--- config.mk ---
export PLATFORM = sky130hd
export DESIGN_NAME = udp_icmp_protocol_swap_rewriter_core_flat
export DESIGN_NICKNAME = d
export VERILOG_FILES = /design/src/sv/urw_pkg.sv /design/src/sv/urw_if.sv /design/src/sv/udp_icmp_protocol_swap_rewriter_core.sv /design/src/sv/urw_queue.sv /design/src/sv/urw_front.sv /design/src/sv/urw_back.sv /design/src/flat_wrapper.sv
export VERILOG_INCLUDE_DIRS = /design/src /design/src/sv
export SDC_FILE = /design/constraint.sdc
export NUM_CORES = 1
export LEC_CHECK = 0
export BUFFER_PORTS_ARGS = -buffer_cell sky130_fd_sc_hd__buf_2
export CAP_MARGIN = 20
export CORE_MARGIN = 5
export CORE_UTILIZATION = 50
export DETAILED_ROUTE_END_ITERATION = 8
export MAX_ROUTING_LAYER = met4
export PLACE_DENSITY_LB_ADDON = 0.25
export SLEW_MARGIN = 20
export SYNTH_ARGS = -nofsm -noshare
export SYNTH_HDL_FRONTEND = slang
export SYNTH_SLANG_ARGS = --single-unit
--- constraint.sdc ---
create_clock -name clk -period 10 [get_ports clk]
set_input_delay 0.5 -clock clk [delete_from_list [all_inputs] [get_ports clk]]
set_output_delay 0.5 -clock clk [all_outputs]
set_load 0.005 [all_outputs]
--- src/sv/udp_icmp_protocol_swap_rewriter_core_assert.svh ---
// Assertion macros for the protocol swap rewriter core.
// Used by the top level; expects clk and arst_n in scope.
`ifndef UDP_ICMP_PROTOCOL_SWAP_REWRITER_CORE_ASSERT_SVH
`define UDP_ICMP_PROTOCOL_SWAP_REWRITER_CORE_ASSERT_SVH

// Same-cycle implication, checked out of reset.
`define URW_CHECK(label, ante, cons) \
	label: assert property (@(posedge clk) disable iff (!arst_n) (ante) |-> (cons)) \
		else $error("urw check failed");

// Next-cycle implication, checked out of reset.
`define URW_CHECK_NEXT(label, ante, cons) \
	label: assert property (@(posedge clk) disable iff (!arst_n) (ante) |=> (cons)) \
		else $error("urw next-cycle check failed");

`endif

--- src/sv/urw_pkg.sv ---
// Shared types and constants of the protocol swap rewriter.
// No dependencies; used by the core, queue, front, back and testbench files.
`timescale 1ns / 1ps

package urw_pkg;

	// Header window geometry.
	localparam int unsigned WIN_LEN = 42;
	localparam int unsigned CNT_W   = 6;

	localparam logic [CNT_W-1:0] WIN_FULL    = CNT_W'(WIN_LEN);
	localparam logic [CNT_W-1:0] ETH_LEN     = CNT_W'(14);
	localparam logic [CNT_W-1:0] IP_MIN_LEN  = CNT_W'(28);
	localparam logic [CNT_W-1:0] ETH_TYPE_HI = CNT_W'(12);
	localparam logic [CNT_W-1:0] ETH_TYPE_LO = CNT_W'(13);

	// Offsets from the start of the IP header.
	localparam logic [CNT_W-1:0] OFF_VER      = CNT_W'(0);
	localparam logic [CNT_W-1:0] OFF_PROTO    = CNT_W'(9);
	localparam logic [CNT_W-1:0] OFF_CKS_HI   = CNT_W'(10);
	localparam logic [CNT_W-1:0] OFF_CKS_LO   = CNT_W'(11);
	localparam logic [CNT_W-1:0] OFF_SPORT_HI = CNT_W'(20);
	localparam logic [CNT_W-1:0] OFF_SPORT_LO = CNT_W'(21);
	localparam logic [CNT_W-1:0] OFF_UCKS_HI  = CNT_W'(26);
	localparam logic [CNT_W-1:0] OFF_UCKS_LO  = CNT_W'(27);

	// Protocol codes.
	localparam logic [15:0] IPV4_ETYPE     = 16'h0800;
	localparam logic [7:0]  PROTO_ICMP     = 8'd1;
	localparam logic [7:0]  PROTO_UDP      = 8'd17;
	localparam logic [3:0]  IP_VERSION4    = 4'd4;
	localparam logic [15:0] MATCH_PORT_RST = 16'd6425;

	// Configuration register indexes.
	localparam int unsigned CFG_IDX_W = 1;
	localparam logic [CFG_IDX_W-1:0] REG_DIRECTION  = 1'b0;
	localparam logic [CFG_IDX_W-1:0] REG_MATCH_PORT = 1'b1;

	typedef enum logic [1:0] {
		FR_IDLE,
		FR_BUF,
		FR_PASS,
		FR_DECIDE
	} fr_state_t;

	typedef enum logic {
		BK_IDLE,
		BK_FLUSH
	} bk_state_t;

	typedef enum logic {
		CMD_BYTE,
		CMD_FLUSH
	} cmd_kind_t;

	typedef struct packed {
		logic        direction;
		logic [15:0] match_port;
	} cfg_t;

	// Command from the front to the back: one pass-through byte or a window flush.
	typedef struct packed {
		cmd_kind_t        kind;
		logic [7:0]       data;
		logic             last;
		logic             verdict;
		logic [CNT_W-1:0] count;
		logic             eth;
		logic             rw;
		logic [7:0]       to_proto;
		logic [15:0]      cks;
	} cmd_t;

	typedef struct packed {
		logic             en;
		logic [CNT_W-1:0] addr;
		logic [7:0]       data;
	} win_wr_t;

	typedef struct packed {
		logic busy;
		logic win_done;
	} bk_status_t;

	typedef struct packed {
		logic win_busy;
		logic deciding;
	} fr_status_t;

endpackage

--- src/sv/urw_if.sv ---
// Valid/ready channel interfaces for packet bytes in and out.
// Depends on nothing.
`timescale 1ns / 1ps

interface urw_in_if;
	logic        valid;
	logic        ready;
	logic [7:0]  data_byte;
	logic        first_byte;
	logic        last_byte;
	logic [15:0] frame_ethertype;

	modport source(output valid, data_byte, first_byte, last_byte, frame_ethertype,
		input ready);
	modport sink(input valid, data_byte, first_byte, last_byte, frame_ethertype,
		output ready);
endinterface

interface urw_out_if;
	logic       valid;
	logic       ready;
	logic [7:0] out_byte;
	logic       out_last;
	logic       verdict;

	modport source(output valid, out_byte, out_last, verdict, input ready);
	modport sink(input valid, out_byte, out_last, verdict, output ready);
endinterface

--- src/sv/udp_icmp_protocol_swap_rewriter_core.sv ---
// UDP/ICMP protocol swap rewriter. Packet bytes enter at up to one per cycle.
// The first 42 bytes of a packet (or all of a shorter one) are held in a
// window memory; when the window fills or the packet ends, the front decides
// on the rewrite, and the back reads the window out at one byte per cycle
// while the output is not stalled, with the protocol byte and the IP checksum
// edited and the UDP checksum cleared in a rewritten packet. Bytes after
// the window go through a four-entry command queue, so up to four of them are
// taken in while the window drains and the input waits after that. The next
// packet's first byte waits until the previous window has been read out.
// Packets longer than the window run at one byte per cycle once it has
// drained and while the queue and the output do not stall.
// Depends on urw_pkg, urw_if, urw_front, urw_queue, urw_back and the assertion header.
`timescale 1ns / 1ps
`include "udp_icmp_protocol_swap_rewriter_core_assert.svh"

module udp_icmp_protocol_swap_rewriter_core #(
	parameter int unsigned QUEUE_DEPTH = 4
) (
	input  logic                              clk,
	input  logic                              arst_n,
	input  logic                              cfg_we,
	input  logic [urw_pkg::CFG_IDX_W-1:0]     cfg_index,
	input  logic [15:0]                       cfg_data,
	urw_in_if.sink                            pkt_in,
	urw_out_if.source                         pkt_out
);

	urw_pkg::cfg_t       cfg_q;
	urw_pkg::cmd_t       q_cmd, q_head;
	urw_pkg::win_wr_t    win_wr;
	urw_pkg::bk_status_t bk_status;
	urw_pkg::fr_status_t fr_status;
	logic                q_push, q_pop, q_full, q_valid;

	// Configuration registers.
	always_ff @(posedge clk or negedge arst_n) begin
		if (!arst_n) begin
			cfg_q.direction  <= 1'b0;
			cfg_q.match_port <= urw_pkg::MATCH_PORT_RST;
		end else if (cfg_we) begin
			unique case (cfg_index)
				urw_pkg::REG_DIRECTION:  cfg_q.direction  <= cfg_data[0];
				urw_pkg::REG_MATCH_PORT: cfg_q.match_port <= cfg_data;
				default: cfg_q <= cfg_q;
			endcase
		end
	end

	// Byte intake and rewrite decision.
	urw_front u_front (
		.clk       (clk),
		.arst_n    (arst_n),
		.cfg       (cfg_q),
		.pkt_in    (pkt_in),
		.q_full    (q_full),
		.q_push    (q_push),
		.q_cmd     (q_cmd),
		.win_wr    (win_wr),
		.bk_status (bk_status),
		.fr_status (fr_status)
	);

	// Command queue between the two sides.
	urw_queue #(
		.DEPTH (QUEUE_DEPTH)
	) u_queue (
		.clk       (clk),
		.arst_n    (arst_n),
		.push      (q_push),
		.push_cmd  (q_cmd),
		.full      (q_full),
		.pop       (q_pop),
		.not_empty (q_valid),
		.head      (q_head)
	);

	// Window readout and output channel.
	urw_back u_back (
		.clk       (clk),
		.arst_n    (arst_n),
		.win_wr    (win_wr),
		.q_valid   (q_valid),
		.q_head    (q_head),
		.q_pop     (q_pop),
		.bk_status (bk_status),
		.pkt_out   (pkt_out)
	);

	// Cross-module checks.
	`URW_CHECK(a_no_push_when_full, q_push, !q_full)
	`URW_CHECK(a_window_write_idle, win_wr.en, !bk_status.busy)
	`URW_CHECK(a_done_needs_busy, bk_status.win_done, fr_status.win_busy)
	`URW_CHECK(a_verdict_on_last, pkt_out.valid && pkt_out.verdict, pkt_out.out_last)
	`URW_CHECK_NEXT(a_done_ends_flush, bk_status.win_done, !bk_status.busy)

endmodule

--- src/sv/urw_queue.sv ---
// Short command queue between the front and the back of the rewriter.
// Depends on urw_pkg.
`timescale 1ns / 1ps

module urw_queue #(
	parameter int unsigned DEPTH = 4
) (
	input  logic            clk,
	input  logic            arst_n,
	input  logic            push,
	input  urw_pkg::cmd_t   push_cmd,
	output logic            full,
	input  logic            pop,
	output logic            not_empty,
	output urw_pkg::cmd_t   head
);

	localparam int unsigned PTR_W = (DEPTH > 1) ? $clog2(DEPTH) : 1;
	localparam int unsigned NUM_W = $clog2(DEPTH + 1);

	urw_pkg::cmd_t    slots_q [DEPTH];
	logic [PTR_W-1:0] wr_ptr_q;
	logic [PTR_W-1:0] rd_ptr_q;
	logic [NUM_W-1:0] num_q;

	assign full      = (num_q == NUM_W'(DEPTH));
	assign not_empty = (num_q != '0);
	assign head      = slots_q[rd_ptr_q];

	// Entry storage.
	always_ff @(posedge clk) begin
		if (push) begin
			slots_q[wr_ptr_q] <= push_cmd;
		end
	end

	// Pointers and fill level.
	always_ff @(posedge clk or negedge arst_n) begin
		if (!arst_n) begin
			wr_ptr_q <= '0;
			rd_ptr_q <= '0;
			num_q    <= '0;
		end else begin
			if (push) begin
				wr_ptr_q <= (wr_ptr_q == PTR_W'(DEPTH - 1)) ? '0 : wr_ptr_q + PTR_W'(1);
			end
			if (pop) begin
				rd_ptr_q <= (rd_ptr_q == PTR_W'(DEPTH - 1)) ? '0 : rd_ptr_q + PTR_W'(1);
			end
			if (push && !pop) begin
				num_q <= num_q + NUM_W'(1);
			end else if (pop && !push) begin
				num_q <= num_q - NUM_W'(1);
			end
		end
	end

endmodule

--- src/sv/urw_front.sv ---
// Front of the rewriter: takes packet bytes, fills the header window,
// captures the header fields and decides on the rewrite. Depends on urw_pkg, urw_if.
`timescale 1ns / 1ps

module urw_front (
	input  logic                clk,
	input  logic                arst_n,
	input  urw_pkg::cfg_t       cfg,
	urw_in_if.sink              pkt_in,
	input  logic                q_full,
	output logic                q_push,
	output urw_pkg::cmd_t       q_cmd,
	output urw_pkg::win_wr_t    win_wr,
	input  urw_pkg::bk_status_t bk_status,
	output urw_pkg::fr_status_t fr_status
);

	localparam int unsigned CW = urw_pkg::CNT_W;

	urw_pkg::fr_state_t state_q, state_d, eff_state;
	logic [CW-1:0] cnt_q, cnt_d, eff_cnt;
	logic link_ipv4_q, link_ipv4_d;
	logic rewrite_q, rewrite_d;
	logic close_last_q, close_last_d;
	logic win_busy_q, win_busy_d;
	logic acc;

	// Captured header bytes, one set for each possible IP start.
	logic [7:0]  ver_q   [2];
	logic [7:0]  proto_q [2];
	logic [15:0] cks_q   [2];
	logic [15:0] port_q  [2];
	logic [7:0]  etype_hi_q;
	logic [7:0]  etype_lo_q;

	// Decision terms.
	logic        eth, len_ok, rw;
	logic [7:0]  from_proto, to_proto;
	logic [17:0] csum;
	logic [16:0] fold1, fold2;
	logic [15:0] new_cks;

	assign pkt_in.ready = !q_full && (state_q != urw_pkg::FR_DECIDE)
		&& !(win_busy_q && pkt_in.first_byte);
	assign acc = pkt_in.valid && pkt_in.ready;

	assign fr_status.win_busy = win_busy_q;
	assign fr_status.deciding = (state_q == urw_pkg::FR_DECIDE);

	// Rewrite decision and incremental checksum over the captured fields.
	always_comb begin
		eth = (cnt_q >= urw_pkg::ETH_LEN) && (etype_hi_q == urw_pkg::IPV4_ETYPE[15:8])
			&& (etype_lo_q == urw_pkg::IPV4_ETYPE[7:0]);
		len_ok = eth ? (cnt_q >= urw_pkg::ETH_LEN + urw_pkg::IP_MIN_LEN)
			: (cnt_q >= urw_pkg::IP_MIN_LEN);
		from_proto = cfg.direction ? urw_pkg::PROTO_UDP : urw_pkg::PROTO_ICMP;
		to_proto   = cfg.direction ? urw_pkg::PROTO_ICMP : urw_pkg::PROTO_UDP;
		rw = link_ipv4_q && len_ok && (ver_q[eth][7:4] == urw_pkg::IP_VERSION4)
			&& (proto_q[eth] == from_proto) && (port_q[eth] == cfg.match_port);
		csum = {2'b00, ~cks_q[eth]} + {2'b00, ~{8'h00, from_proto}} + {10'd0, to_proto};
		fold1 = {1'b0, csum[15:0]} + {15'd0, csum[17:16]};
		fold2 = {1'b0, fold1[15:0]} + {16'd0, fold1[16]};
		new_cks = ~fold2[15:0];
	end

	// Next state and outputs of the byte sequencer.
	always_comb begin
		state_d      = state_q;
		cnt_d        = cnt_q;
		link_ipv4_d  = link_ipv4_q;
		rewrite_d    = rewrite_q;
		close_last_d = close_last_q;
		win_busy_d   = win_busy_q;
		q_push       = 1'b0;
		q_cmd        = '0;
		win_wr       = '0;
		eff_state    = pkt_in.first_byte ? urw_pkg::FR_BUF : state_q;
		eff_cnt      = pkt_in.first_byte ? '0 : cnt_q;

		if (bk_status.win_done) begin
			win_busy_d = 1'b0;
		end

		unique case (state_q) inside
			urw_pkg::FR_DECIDE: begin
				if (!q_full) begin
					q_push         = 1'b1;
					q_cmd.kind     = urw_pkg::CMD_FLUSH;
					q_cmd.count    = cnt_q;
					q_cmd.eth      = eth;
					q_cmd.rw       = rw;
					q_cmd.to_proto = to_proto;
					q_cmd.cks      = new_cks;
					q_cmd.last     = close_last_q;
					rewrite_d      = rw;
					win_busy_d     = 1'b1;
					state_d        = close_last_q ? urw_pkg::FR_IDLE : urw_pkg::FR_PASS;
				end
			end
			urw_pkg::FR_IDLE, urw_pkg::FR_BUF, urw_pkg::FR_PASS: begin
				if (acc) begin
					if (pkt_in.first_byte) begin
						link_ipv4_d = (pkt_in.frame_ethertype == urw_pkg::IPV4_ETYPE);
						rewrite_d   = 1'b0;
					end
					case (eff_state)
						urw_pkg::FR_PASS: begin
							q_push        = 1'b1;
							q_cmd.kind    = urw_pkg::CMD_BYTE;
							q_cmd.data    = pkt_in.data_byte;
							q_cmd.last    = pkt_in.last_byte;
							q_cmd.verdict = pkt_in.last_byte && rewrite_q;
							if (pkt_in.last_byte) begin
								state_d = urw_pkg::FR_IDLE;
							end
						end
						urw_pkg::FR_BUF: begin
							win_wr.en    = 1'b1;
							win_wr.addr  = eff_cnt;
							win_wr.data  = pkt_in.data_byte;
							cnt_d        = eff_cnt + CW'(1);
							close_last_d = pkt_in.last_byte;
							if (pkt_in.last_byte || (cnt_d == urw_pkg::WIN_FULL)) begin
								state_d = urw_pkg::FR_DECIDE;
							end else begin
								state_d = urw_pkg::FR_BUF;
							end
						end
						default: begin
							state_d = state_q;
						end
					endcase
				end
			end
			default: begin
				state_d = urw_pkg::FR_IDLE;
			end
		endcase
	end

	// Control registers.
	always_ff @(posedge clk or negedge arst_n) begin
		if (!arst_n) begin
			state_q      <= urw_pkg::FR_IDLE;
			cnt_q        <= '0;
			link_ipv4_q  <= 1'b0;
			rewrite_q    <= 1'b0;
			close_last_q <= 1'b0;
			win_busy_q   <= 1'b0;
		end else begin
			state_q      <= state_d;
			cnt_q        <= cnt_d;
			link_ipv4_q  <= link_ipv4_d;
			rewrite_q    <= rewrite_d;
			close_last_q <= close_last_d;
			win_busy_q   <= win_busy_d;
		end
	end

	// Capture the header bytes the decision needs as they enter the window.
	always_ff @(posedge clk) begin
		logic [CW-1:0] base;
		if (win_wr.en) begin
			if (win_wr.addr == urw_pkg::ETH_TYPE_HI) begin
				etype_hi_q <= win_wr.data;
			end
			if (win_wr.addr == urw_pkg::ETH_TYPE_LO) begin
				etype_lo_q <= win_wr.data;
			end
			for (int k = 0; k < 2; k++) begin
				base = (k == 1) ? urw_pkg::ETH_LEN : '0;
				if (win_wr.addr == base + urw_pkg::OFF_VER) begin
					ver_q[k] <= win_wr.data;
				end
				if (win_wr.addr == base + urw_pkg::OFF_PROTO) begin
					proto_q[k] <= win_wr.data;
				end
				if (win_wr.addr == base + urw_pkg::OFF_CKS_HI) begin
					cks_q[k][15:8] <= win_wr.data;
				end
				if (win_wr.addr == base + urw_pkg::OFF_CKS_LO) begin
					cks_q[k][7:0] <= win_wr.data;
				end
				if (win_wr.addr == base + urw_pkg::OFF_SPORT_HI) begin
					port_q[k][15:8] <= win_wr.data;
				end
				if (win_wr.addr == base + urw_pkg::OFF_SPORT_LO) begin
					port_q[k][7:0] <= win_wr.data;
				end
			end
		end
	end

endmodule

--- src/sv/urw_back.sv ---
// Back of the rewriter: holds the header window memory, reads it out with the
// header edits applied and drives the output channel. Depends on urw_pkg, urw_if.
`timescale 1ns / 1ps

module urw_back (
	input  logic                clk,
	input  logic                arst_n,
	input  urw_pkg::win_wr_t    win_wr,
	input  logic                q_valid,
	input  urw_pkg::cmd_t       q_head,
	output logic                q_pop,
	output urw_pkg::bk_status_t bk_status,
	urw_out_if.source           pkt_out
);

	localparam int unsigned CW = urw_pkg::CNT_W;

	urw_pkg::bk_state_t state_q, state_d;
	urw_pkg::cmd_t      flush_q, flush_d;
	logic [CW-1:0]      idx_q, idx_d;

	logic [7:0] win_mem [urw_pkg::WIN_LEN];

	// Read stage and output register.
	logic       s1_valid_q;
	logic       s1_use_mem_s1, s1_last_s1, s1_verdict_s1;
	logic [7:0] s1_val_s1, rd_data_s1;
	logic       out_valid_q, out_last_q, out_verdict_q;
	logic [7:0] out_byte_q;

	logic          s1_move, issue_ok, issue_new, issue_rd, done;
	logic          n_use_mem, n_last, n_verdict, last_i, in_ip;
	logic [7:0]    n_val;
	logic [CW-1:0] base, rel;

	assign s1_move  = !out_valid_q || pkt_out.ready;
	assign issue_ok = !s1_valid_q || s1_move;

	assign bk_status.busy     = (state_q == urw_pkg::BK_FLUSH);
	assign bk_status.win_done = done;

	assign pkt_out.valid    = out_valid_q;
	assign pkt_out.out_byte = out_byte_q;
	assign pkt_out.out_last = out_last_q;
	assign pkt_out.verdict  = out_verdict_q;

	// Position of the current window byte relative to the IP header.
	assign base   = flush_q.eth ? urw_pkg::ETH_LEN : '0;
	assign in_ip  = (idx_q >= base);
	assign rel    = idx_q - base;
	assign last_i = ((idx_q + CW'(1)) == flush_q.count);

	// Next state: pop commands and issue one byte per cycle into the read stage while it can take one.
	always_comb begin
		state_d   = state_q;
		flush_d   = flush_q;
		idx_d     = idx_q;
		q_pop     = 1'b0;
		issue_new = 1'b0;
		issue_rd  = 1'b0;
		done      = 1'b0;
		n_use_mem = 1'b0;
		n_val     = '0;
		n_last    = 1'b0;
		n_verdict = 1'b0;

		unique case (state_q)
			urw_pkg::BK_IDLE: begin
				if (q_valid) begin
					if (q_head.kind == urw_pkg::CMD_FLUSH) begin
						q_pop   = 1'b1;
						flush_d = q_head;
						idx_d   = '0;
						state_d = urw_pkg::BK_FLUSH;
					end else if (issue_ok) begin
						q_pop     = 1'b1;
						issue_new = 1'b1;
						n_val     = q_head.data;
						n_last    = q_head.last;
						n_verdict = q_head.verdict;
					end
				end
			end
			urw_pkg::BK_FLUSH: begin
				if (issue_ok) begin
					issue_new = 1'b1;
					issue_rd  = 1'b1;
					n_use_mem = 1'b1;
					n_last    = flush_q.last && last_i;
					n_verdict = flush_q.last && last_i && flush_q.rw;
					// Header edits of a rewritten packet.
					if (flush_q.rw && in_ip) begin
						case (rel)
							urw_pkg::OFF_PROTO: begin
								n_use_mem = 1'b0;
								n_val     = flush_q.to_proto;
							end
							urw_pkg::OFF_CKS_HI: begin
								n_use_mem = 1'b0;
								n_val     = flush_q.cks[15:8];
							end
							urw_pkg::OFF_CKS_LO: begin
								n_use_mem = 1'b0;
								n_val     = flush_q.cks[7:0];
							end
							urw_pkg::OFF_UCKS_HI, urw_pkg::OFF_UCKS_LO: begin
								n_use_mem = 1'b0;
								n_val     = '0;
							end
							default: begin
								n_use_mem = 1'b1;
							end
						endcase
					end
					idx_d = idx_q + CW'(1);
					if (last_i) begin
						done    = 1'b1;
						state_d = urw_pkg::BK_IDLE;
					end
				end
			end
			default: begin
				state_d = urw_pkg::BK_IDLE;
			end
		endcase
	end

	// Window memory: written by the front, read here with a registered port.
	always_ff @(posedge clk) begin
		if (win_wr.en) begin
			win_mem[win_wr.addr] <= win_wr.data;
		end
		if (issue_rd) begin
			rd_data_s1 <= win_mem[idx_q];
		end
	end

	// Control registers.
	always_ff @(posedge clk or negedge arst_n) begin
		if (!arst_n) begin
			state_q     <= urw_pkg::BK_IDLE;
			idx_q       <= '0;
			s1_valid_q  <= 1'b0;
			out_valid_q <= 1'b0;
		end else begin
			state_q <= state_d;
			idx_q   <= idx_d;
			if (issue_ok) begin
				s1_valid_q <= issue_new;
			end
			if (s1_move) begin
				out_valid_q <= s1_valid_q;
			end
		end
	end

	// Payload registers of the read stage and the output.
	always_ff @(posedge clk) begin
		flush_q <= flush_d;
		if (issue_new) begin
			s1_use_mem_s1 <= n_use_mem;
			s1_val_s1     <= n_val;
			s1_last_s1    <= n_last;
			s1_verdict_s1 <= n_verdict;
		end
		if (s1_move && s1_valid_q) begin
			out_byte_q    <= s1_use_mem_s1 ? rd_data_s1 : s1_val_s1;
			out_last_q    <= s1_last_s1;
			out_verdict_q <= s1_verdict_s1;
		end
	end

endmodule

--- src/flat_wrapper.sv ---
// flat-port wrapper written by rule: the top's interface ports become plain ports
module udp_icmp_protocol_swap_rewriter_core_flat 
#(
	parameter int unsigned QUEUE_DEPTH = 4
)
  (clk, arst_n, cfg_we, cfg_index, cfg_data, pkt_in_valid, pkt_in_data_byte, pkt_in_first_byte, pkt_in_last_byte, pkt_in_frame_ethertype, pkt_in_ready, pkt_out_valid, pkt_out_out_byte, pkt_out_out_last, pkt_out_verdict, pkt_out_ready);
  urw_in_if pkt_in_i ();
  urw_out_if pkt_out_i ();
  input  logic clk;
  input  logic arst_n;
  input  logic cfg_we;
  input  logic [urw_pkg::CFG_IDX_W-1:0] cfg_index;
  input  logic [15:0] cfg_data;
  input wire logic [$bits(pkt_in_i.valid)-1:0] pkt_in_valid;
  input wire logic [$bits(pkt_in_i.data_byte)-1:0] pkt_in_data_byte;
  input wire logic [$bits(pkt_in_i.first_byte)-1:0] pkt_in_first_byte;
  input wire logic [$bits(pkt_in_i.last_byte)-1:0] pkt_in_last_byte;
  input wire logic [$bits(pkt_in_i.frame_ethertype)-1:0] pkt_in_frame_ethertype;
  output wire logic [$bits(pkt_in_i.ready)-1:0] pkt_in_ready;
  output wire logic [$bits(pkt_out_i.valid)-1:0] pkt_out_valid;
  output wire logic [$bits(pkt_out_i.out_byte)-1:0] pkt_out_out_byte;
  output wire logic [$bits(pkt_out_i.out_last)-1:0] pkt_out_out_last;
  output wire logic [$bits(pkt_out_i.verdict)-1:0] pkt_out_verdict;
  input wire logic [$bits(pkt_out_i.ready)-1:0] pkt_out_ready;
  assign pkt_in_i.valid = pkt_in_valid;
  assign pkt_in_i.data_byte = pkt_in_data_byte;
  assign pkt_in_i.first_byte = pkt_in_first_byte;
  assign pkt_in_i.last_byte = pkt_in_last_byte;
  assign pkt_in_i.frame_ethertype = pkt_in_frame_ethertype;
  assign pkt_in_ready = pkt_in_i.ready;
  assign pkt_out_valid = pkt_out_i.valid;
  assign pkt_out_out_byte = pkt_out_i.out_byte;
  assign pkt_out_out_last = pkt_out_i.out_last;
  assign pkt_out_verdict = pkt_out_i.verdict;
  assign pkt_out_i.ready = pkt_out_ready;
  udp_icmp_protocol_swap_rewriter_core #(.QUEUE_DEPTH(QUEUE_DEPTH)) u_core (.clk(clk), .arst_n(arst_n), .cfg_we(cfg_we), .cfg_index(cfg_index), .cfg_data(cfg_data), .pkt_in(pkt_in_i), .pkt_out(pkt_out_i));
endmodule
==> flow_summary.toml <==
[status]
status = "finished, final reports clean"

[sta]
fmaxAchievable_mhz = 114
setup_tns_ns = 0
tightest_slew_ns = 1.06
setup_violations = 0
fin_crit_sh_pct = 87.5
rsz0062_at_grt = "false"
finalClockSkew_ns = 0.0252
holdWs_ns = 0.113
final-max-slew-violation-count = 0
min_period_ns = 8.75
setup_ws_ns = 1.25
hold_viol = 0
slew_headroom_pct = 29.5

[cts]
cts_max_path_buffers = 3
numCtsBuffers = 72
cts_tree = "done"
clk_latency_ns = 0.62
cts_setup_buffers = 0
root_buffer = "clkbuf_16"
htree_levels = 3
cts_sinks = 685
clkTransAtPathRegs_ns = 0.06

[logic_synthesis]
synth.top_cell.area_share_pct = 66.7
synth_warnings = 0
synth-edff-count = 640
synthTopCellsByArea = "edfxtp_1, mux4_2, dfrtp_1"
syn_inst = 1694
seq_area_frac_synth_pct = 70.6
ys_top_cells_by_count = "edfxtp_1, mux4_2, nand2_1"
yosysTopAreaCell = "edfxtp_1"
synth_cell_types = 76
async_flop_share_pct = 6.57
yosysMostFrequentCell = "edfxtp_1"
ys_seq_elements = 685
syn_nets = 1776
avgSynthCellArea_um2 = 17.0
synth_ff_type = "edfxtp_1"
syn_area_um2 = 28800

[grt]
gr-total-overflow = 0
grt_pass1_vias = 15200
track_usage_pct = 20.3
antenna_found_initial = 2
grt_start_max_net_pins = 57
grt_pass1_wl_um = 94200

[place]
place.port_buffers = 59
placed_area_um2 = 29900
pre_cts_slack_ns = 1.32
place.gp.congestion = 0.870
dp_cells = 2466
place_hpwl_um = 37800

[route]
vias_per_cell = 5.88
vias = 15300
antenna_left = 0
drc = 0
wire_per_inst_um = 23.8
drt_iter0_drc = 1529
routed_wl_um = 61900
dr.pass1.iters = 5

[cells_and_area]
nets = 1858
multi_input_area_um2 = 8050
ff_latch_area_um2 = 20400
layout.cell_area.non_filler_um2 = 32300
drive_gt1_share_pct = 20.7
area_growth_pct = 12.2
fillers = 4309
fin_cells = 2601

[setup_path]
crit_path_max_fanout = 32
r2r_slack_ns = 1.25
worstSetupEndpointType = "flop"
max_stage_delay_ns = 0.67
rr_startpoint = "u_core.u_front.cnt_q[3]$_DFFE_PN0P_"
r2r_end = "u_core.u_queue.slots_q[3][14]$_DFFE_PP_"
r2r.worst_path.cells = 31
cpMaxStageDelayCell = "or2_0"
critPathArrivalTime_ns = 9.15
worstSetupStartpointType = "flop"
cp_common_cell = "ha_1"
crit_type = "reg2reg"
crit_required_ns = 10.40

[power_and_ir_drop]
p_switching_w = 0.00220
peakVddDrop_mv = 0.151
clock_power_share_pct = 32.9
intPower_w = 0.00578
comb_power_share_pct = 21.5
p_seq_share_pct = 45.7
p_leak_nw = 11.0
netSwitchingFraction_pct = 27.6
power_density_nw_per_um2 = 247

[die]
rows = 88
start_util_pct = 50.2
die_w_um = 250
dieArea_um2 = 62500
core_area_um2 = 57400
num_io_pins = 60
dieHeight_um = 250

[run]
maxCapViolations = 0

[min_path]
hold_depth = 2
hp-start = "cfg_data[14]"
hold_end = "u_core.cfg_q[14]$_DFFE_PN0P_"
hp-class = "in2reg"
[routing by layer]
| metal | GRT usage [%] | routed length (um) | part of all wire, % | vias to the layer above |
|---|---|---|---|---|
| li1 | - | - | - | 6826 |
| met1 | 28.9 | 27100 | 44 | 7852 |
| met2 | 30.1 | 29300 | 47 | 535 |
| met3 | 4.16 | 4120 | 6.6 | 85 |
| met4 | 6.00 | 1440 | 2.3 | 0 |
| met5 | - | 0 | 0 | - |
[critical path, delay by kind of cell (launching register included)]
family | cells | cell delay (ns)
xor+xnor | 1 | 0.15
compound gates | 8 | 2.11
simple gates | 15 | 3.68
mux | 2 | 0.72
flops | 1 | 0.60
fa+ha+maj | 5 | 1.27
[stage by stage]
| step | utilization, % | total power (W) |
|---|---|---|
| floorplan | - | 0.00488 |
| global route | 56.3 | 0.00832 |
| global placement | 52.2 | 0.00540 |
| CTS | 56.3 | 0.00805 |
| finish | 56.3 | 0.00798 |
| detailed placement | 52.2 | 0.00544 |
[cell families after synthesis]
| kind of cell | count (synthesis) | synth area share, % |
|---|---|---|
| multiplexers | 205 | 13.0 |
| flip-flops | 685 | 70.6 |
| adder cells (fa/ha/maj) | 40 | 1.79 |
| AO/OA/AOI/OAI | 171 | 3.80 |
| buffers and inverters | 111 | 1.57 |
| AND/OR/NAND/NOR | 422 | 7.40 |
| XOR/XNOR | 60 | 1.82 |
[cell type report]
cell class                      count  area share, %
Inverter                           38          0.441
Clock buffer                       96           6.14
Antenna cell                        2         0.0155
Clock inverter                     36           1.10
Timing Repair Buffer               81           1.43
Tap cell                          765           2.96
Sequential cell                   685           63.0
Multi-Input combinational cell    898           24.9
[what timing repair did]
action / 4_1_cts / 5_1_grt
gates resized for setup: 0 / 0
hold buffers: 1 / 0
hold endpoints to repair: 6 / 0
[worst max-delay path by stage]
stage,to,depth (start not counted),startpoint,slack [ns]
2_1_floorplan,u_core.u_queue.slots_q[0][14]$_DFFE_PP_,37,u_core.u_front.cnt_q[4]$_DFFE_PN0P_,1.67
3_3_place_gp,u_core.u_queue.slots_q[0][14]$_DFFE_PP_,31,u_core.u_front.cnt_q[3]$_DFFE_PN0P_,1.67
3_5_place_dp,u_core.u_queue.slots_q[0][14]$_DFFE_PP_,31,u_core.u_front.cnt_q[2]$_DFFE_PN0P_,1.32
4_1_cts,u_core.u_queue.slots_q[3][14]$_DFFE_PP_,31,u_core.u_front.cnt_q[3]$_DFFE_PN0P_,1.25
5_1_grt,u_core.u_queue.slots_q[0][14]$_DFFE_PP_,32,u_core.u_front.cnt_q[5]$_DFFE_PN0P_,0.52
6_report,u_core.u_queue.slots_q[3][14]$_DFFE_PP_,31,u_core.u_front.cnt_q[3]$_DFFE_PN0P_,1.25
[state kept, by name, summed over array words and instances, names as in the netlist, 16 cells and up]
register	count
u_core.u_back.win_mem	336
u_core.u_queue.slots_q	144
u_core.u_front.cks_q	32
u_core.u_front.port_q	32
u_core.u_back.flush_q	27
u_core.cfg_q	17
u_core.u_front.proto_q	16
[cells in the final DEF, fill, tap and decap left out, types with 8 or more instances in the layout]
| cell type | count |
|---|---|
| mux2_2 | 27 |
| and2_1 | 19 |
| clkinv_1 | 17 |
| buf_2 | 59 |
| xnor2_1 | 38 |
| nand2b_1 | 18 |
| buf_4 | 21 |
| xor2_1 | 22 |
| o21ai_0 | 60 |
| or4_1 | 8 |
| ha_1 | 30 |
| nor2b_1 | 10 |
| nor2_1 | 99 |
| a21oi_1 | 33 |
| edfxtp_1 | 640 |
| mux4_2 | 132 |
| o211ai_1 | 13 |
| mux2i_1 | 46 |
| nand3_1 | 29 |
| nor4_1 | 15 |
| clkbuf_1 | 16 |
| clkbuf_16 | 73 |
| nand2_1 | 115 |
| nand4_1 | 11 |
| inv_1 | 35 |
| nor3_1 | 32 |
| a21o_1 | 8 |
| dfrtp_1 | 36 |
| and2_2 | 11 |
| and3_1 | 11 |
[power by group through the flow]
stage | sequential, W | clock [W] | combinational [W]
2_1_floorplan | 0.00361 | 0 | 0.00127
3_3_place_gp | 0.00370 | 0 | 0.00171
3_5_place_dp | 0.00371 | 0 | 0.00173
4_1_cts | 0.00365 | 0.00267 | 0.00174
5_1_grt | 0.00367 | 0.00279 | 0.00186
6_report | 0.00365 | 0.00262 | 0.00171
Note: power is estimated with default switching activity, not from simulation.
